`src/design/framed_byte_fifo_with_checksum_macros.svh`:
```
// Assertion macros for the framed byte FIFO.
// Used by the top level; it needs no other file.
`ifndef FRAMED_BYTE_FIFO_WITH_CHECKSUM_MACROS_SVH
`define FRAMED_BYTE_FIFO_WITH_CHECKSUM_MACROS_SVH

// Same-cycle implication, checked while out of reset.
`define FBFC_ASSERT_IMPL(lbl, clk, rst_n, a, b) \
  lbl: assert property (@(posedge clk) disable iff (!rst_n) (a) |-> (b)) \
    else $error("assertion failed");

// Next-cycle implication, checked while out of reset.
`define FBFC_ASSERT_NEXT(lbl, clk, rst_n, a, b) \
  lbl: assert property (@(posedge clk) disable iff (!rst_n) (a) |=> (b)) \
    else $error("assertion failed");

`endif

```
`src/design/fbfc_pkg.sv`:
```
// Shared types and constants for the framed byte FIFO.
// No dependencies; fbfc_front, fbfc_back and the top level refer to it by scoped names.
`timescale 1ns / 1ps
package fbfc_pkg;

  localparam int BUFFER_DEPTH = 1024;
  localparam int ADDR_W       = $clog2(BUFFER_DEPTH);
  localparam int CNT_W        = $clog2(BUFFER_DEPTH + 1);
  localparam int LEN_W        = 16;
  localparam int BYTE_W       = 8;
  localparam int HDR_BYTES    = 4;
  localparam int SUM_BYTES    = 1;
  localparam int CMP_W        = ((LEN_W > CNT_W) ? LEN_W : CNT_W) + 1;
  localparam int S_TDATA_W    = 24;
  localparam int M_TDATA_W    = 56;

  typedef enum logic [1:0] {
    MODE_OPEN = 2'd0,
    MODE_DATA = 2'd1,
    MODE_POP  = 2'd2,
    MODE_NOP  = 2'd3
  } mode_e;

  typedef enum logic [1:0] {
    OP_OPEN,
    OP_DATA,
    OP_POP,
    OP_NOP
  } op_e;

  typedef enum logic [2:0] {
    ST_OK        = 3'd0,
    ST_FULL      = 3'd1,
    ST_EMPTY     = 3'd2,
    ST_SUM_ERR   = 3'd3,
    ST_NO_PUSH   = 3'd4,
    ST_PUSH_OPEN = 3'd5
  } status_e;

  // One classified item waiting for the sequencer.
  typedef struct packed {
    op_e               op;
    logic [LEN_W-1:0]  flen;
    logic [BYTE_W-1:0] dbyte;
  } item_t;

  // One result item.
  typedef struct packed {
    logic [CNT_W-1:0]  bytes_used;
    logic [CNT_W-1:0]  frames_stored;
    logic              last;
    logic [LEN_W-1:0]  length_out;
    logic [BYTE_W-1:0] data_out;
    status_e           status;
  } result_t;

endpackage

```
`src/design/fbfc_front.sv`:
```
// Front end: accepts input items, classifies the mode and queues them.
// Depends on fbfc_pkg.
`timescale 1ns / 1ps
module fbfc_front (
  input  logic                  clk_i,
  input  logic                  rst_ni,
  input  logic                  in_valid_i,
  output logic                  in_ready_o,
  input  logic [1:0]            mode_i,
  input  logic [fbfc_pkg::LEN_W-1:0]  flen_i,
  input  logic [fbfc_pkg::BYTE_W-1:0] dbyte_i,
  output logic                  q_valid_o,
  input  logic                  q_ready_i,
  output fbfc_pkg::item_t       q_item_o
);

  fbfc_pkg::item_t slot_q [2];
  logic            wp_q, rp_q;
  logic [1:0]      cnt_q;
  fbfc_pkg::item_t item_d;
  logic            push, pop;

  // Classify the mode into an operation.
  always_comb begin
    item_d.flen  = flen_i;
    item_d.dbyte = dbyte_i;
    case (fbfc_pkg::mode_e'(mode_i))
      fbfc_pkg::MODE_OPEN: item_d.op = fbfc_pkg::OP_OPEN;
      fbfc_pkg::MODE_DATA: item_d.op = fbfc_pkg::OP_DATA;
      fbfc_pkg::MODE_POP:  item_d.op = fbfc_pkg::OP_POP;
      default:             item_d.op = fbfc_pkg::OP_NOP;
    endcase
  end

  assign in_ready_o = (cnt_q != 2'd2);
  assign q_valid_o  = (cnt_q != 2'd0);
  assign q_item_o   = slot_q[rp_q];
  assign push       = in_valid_i && in_ready_o;
  assign pop        = q_valid_o && q_ready_i;

  // Two-entry queue storage.
  always_ff @(posedge clk_i) begin
    if (push) begin
      slot_q[wp_q] <= item_d;
    end
  end

  // Queue pointers and fill count.
  always_ff @(posedge clk_i or negedge rst_ni) begin
    if (!rst_ni) begin
      wp_q  <= 1'b0;
      rp_q  <= 1'b0;
      cnt_q <= 2'd0;
    end else begin
      if (push) wp_q <= ~wp_q;
      if (pop)  rp_q <= ~rp_q;
      if (push && !pop)      cnt_q <= cnt_q + 2'd1;
      else if (pop && !push) cnt_q <= cnt_q - 2'd1;
    end
  end

endmodule

```
`config.mk`:
```
export PLATFORM = sky130hd
export DESIGN_NAME = fbfc_front
export DESIGN_NICKNAME = d
export VERILOG_FILES = /design/src/design/framed_byte_fifo_with_checksum_macros.svh /design/src/design/fbfc_pkg.sv /design/src/design/fbfc_front.sv
export SDC_FILE = /design/constraint.sdc
export NUM_CORES = 1
export LEC_CHECK = 0
export BUFFER_PORTS_ARGS = -buffer_cell sky130_fd_sc_hd__buf_4
export CORE_MARGIN = 4
export CORE_UTILIZATION = 51
export CTS_CLUSTER_SIZE = 10
export DETAILED_ROUTE_END_ITERATION = 12
export GPL_TIMING_DRIVEN = 0
export PLACE_DENSITY = 0.75
export SLEW_MARGIN = 15
export SYNTH_ARGS = -nofsm -noshare
export SYNTH_HDL_FRONTEND = slang
export SYNTH_SLANG_ARGS = --single-unit
```
`constraint.sdc`:
```
create_clock -name clk_i -period 3.18 [get_ports clk_i]
set_clock_uncertainty 0.2 [all_clocks]
set_input_delay 0.954 -clock clk_i [delete_from_list [all_inputs] [get_ports clk_i]]
set_output_delay 0.954 -clock clk_i [all_outputs]
set_load 0.01 [all_outputs]
```
==> impl_results.md <==
* Commonest non-fill, non-tap cells in the layout: 55 x buf_4, 52 x edfxtp_1, 19 x mux2_4
* Area added between synthesis and finish at 26.13%
* Sw frac at 28.67%
* Final WL at 3503 um
* Hold WS at 0.2368 ns
* Starting density of the core at 53.68%
* Total track usage at 14.09%
* ANT nets after route at 0
* Gr ovfl total at 0
* Setup Fix Bufs, Post-CTS at 0
* Port Buffers at 55
* Yosys warning total at 0
* Clock insertion delay at the later pin of the skew report at 0.29 ns
* Final period util at 81.02%
* Fin nets at 194
* Finished Cell Area at 2748 um^2
* Unrepaired setup endpoints after global routing: no
* Post-Synthesis Cells at 101
* Clock Sinks at 56
* Int Pwr at 1.710 mW
* Die Footprint at 5381 um^2
* Minimum clock period at 2.577 ns
* Post-synth top area cell: edfxtp_1
* Post-synthesis sequential area ratio at 76.28%
* Final Worst Setup Slack at 0.6034 ns
* Largest net degree at the start of global routing at 27
* Most common cell after layout, fill and taps aside: buf_4
* Combinational share of power at 40.2%
* Min-delay worst type: in2async
* Area after DPL at 2661 um^2
* DP HPWL at 2523 um
* Crit. End Element: primary output
* Syn Nets at 132
* H-tree level count at 2
* DR WL/cell at 16.37 um
* P_sw at 0.6874 mW
* Final setup vio count at 0
* Clock-pin slew on the worst setup and hold paths at 0.09 ns
* Critical path class: reg2out
* Setup crit start kind: flop
* RePlAce Congestion at 0.6498
* Vias per Instance at 4.836
* Fin cells at 214
* Setup WS pre-CTS at 0.5423 ns
* # fillers at 276
* Hold_buf cts at 0
* N_diodes at 0
* Fin util at 67.72%
* Share of power burned in registers at 44.9%
* Power per cell area at 872.6 nW/um^2
* Core area at 4058 um^2
* Power consumption at 2.398 mW
* Final Hold Vio Count at 0
* CTS tree: built
* Cells after DPL at 206
* Horiz. Die Dim at 73.36 um
* Root Buffer Master: clkbuf_8
* Die height at 73.36 um
* Vias in the first global route at 1,184
* CTS Buffer Depth at 2
* Synth Cell Area at 2178 um^2
* CP arrival at 1.42 ns
* Cts bufs inserted at 5
* Layout cells sized above 1 at 56.71%
* TNS Setup at 0 ns
* Synth area leaders: edfxtp_1 72%, mux2_4 13%, dfrtp_1 4.6%
* Clock power share at 14.9%
* Initial antenna violation count at 0
* First-pass GRT wire length at 5423 um
* CP required at 2.03 ns
* Post-synth cell types at 16
* Slew at the pin closest to its max-slew limit at 0.7600 ns
* Leak Pwr at 1.096 nW
* First DRT Iteration DRCs at 45
* # DRC at 0
* First drt pass iteration count at 4
* Top-area cell type share of the netlist area at 71.68%
* Status: complete, no violations
* Slew Viols, Final at 0
* Row count at 23
* Post-CTS resize count at 0
* Total number of vias at 1,035
* Max VDD drop at 0.6186 mV
* Max Freq at 388.1 MHz
* Syn_area_per_cell at 21.57 um^2
* Ports at 58
* Yosys reg bits at 56
* Max_slew headroom at 49.21%
* Max-Cap Viols at 0
* Worst-path maximum fanout at 10
-- logic make-up (layout without fill, tap and decap cells) --
family / after synthesis / in the layout / share of synthesized area [%]
buf+inv: 6 / 69 / 2.872
simple gates: 7 / 7 / 1.552
xor+xnor: 5 / 5 / 2.011
flops: 56 / 56 / 76.28
fa+ha+maj: 1 / 1 / 0.5743
mux: 26 / 26 / 16.71
-- layer usage --
metal | share of wire (%) | wire, um | vias up | track usage (%)
met2 | 55 | 1944 | 36 | 26.61
met3 | 6.9 | 242 | 2 | 5.198
met4 | 0.49 | 17 | 0 | 4.829
li1 | - | - | 504 | -
met5 | 0 | 0 | - | 0
met1 | 37 | 1299 | 493 | 13.98
-- power by group through the flow --
stage                     Combinational [mW]  Sequential, mW  Clock [mW]
final                                  0.964            1.08       0.358
after global routing                    1.03            1.09       0.407
after CTS                              0.984            1.08       0.376
after detailed placement               0.981            1.10           0
after global placement                 0.956            1.08           0
after floorplan                        0.622            1.07           0
-- path summary, 6_finish.rpt --
kind	startpoint	end	slack [ns]	cells after the start
worst max-delay path	rp_q$_DFFE_PN0P_	q_item_o[21]	0.60	4
worst min-delay path	rst_ni	cnt_q[0]$_DFFE_PN0P_	0.24	1
worst max register to register	cnt_q[0]$_DFFE_PN0P_	slot_q[0][18]$_DFFE_PP_	1.23	3
worst min register to register	cnt_q[1]$_DFFE_PN0P_	cnt_q[1]$_DFFE_PN0P_	0.33	1
max in group asynchronous	rst_ni	cnt_q[1]$_DFFE_PN0P_	2.44	1
min in group clk_i	cnt_q[1]$_DFFE_PN0P_	cnt_q[1]$_DFFE_PN0P_	0.33	1
-- synthesized netlist by cell type --
library cell and n:
and3_1 1, buf_12 2, buf_6 1, clkbuf_1 2
dfrtp_1 4, edfxtp_1 52, ha_1 1, inv_1 1
mux2_2 7, mux2_4 19, nand2_1 2, nand2b_1 1
nor2_1 2, or2_1 1, xnor2_1 3, xor2_1 2
-- flip-flops by register name (all words and copies together) (netlist names) --
| register | flops |
|---|---|
| cnt_q | 2 |
| rp_q | 1 |
| wp_q | 1 |
| slot_q | 52 |
-- area by class of cell --
class                      instances  area (um^2)  share of cell area, %
buffer                             5        58.81                  2.140
clock inverter                     2        12.51                 0.4554
timing repair buffer              55        412.9                  15.03
sequential                        56         1662                  60.47
inverter                           1        3.754                 0.1366
clock buffer                       6        72.57                  2.641
multi-input combinational         39        462.9                  16.85
tap                               50        62.56                  2.277
-- critical path: stages (launching register included) --
cell and delay [ns]:
dfrtp_1 0.38, buf_6 0.15, buf_12 0.15, mux2_4 0.30, buf_4 0.14
(Power assumes the default switching activity.)
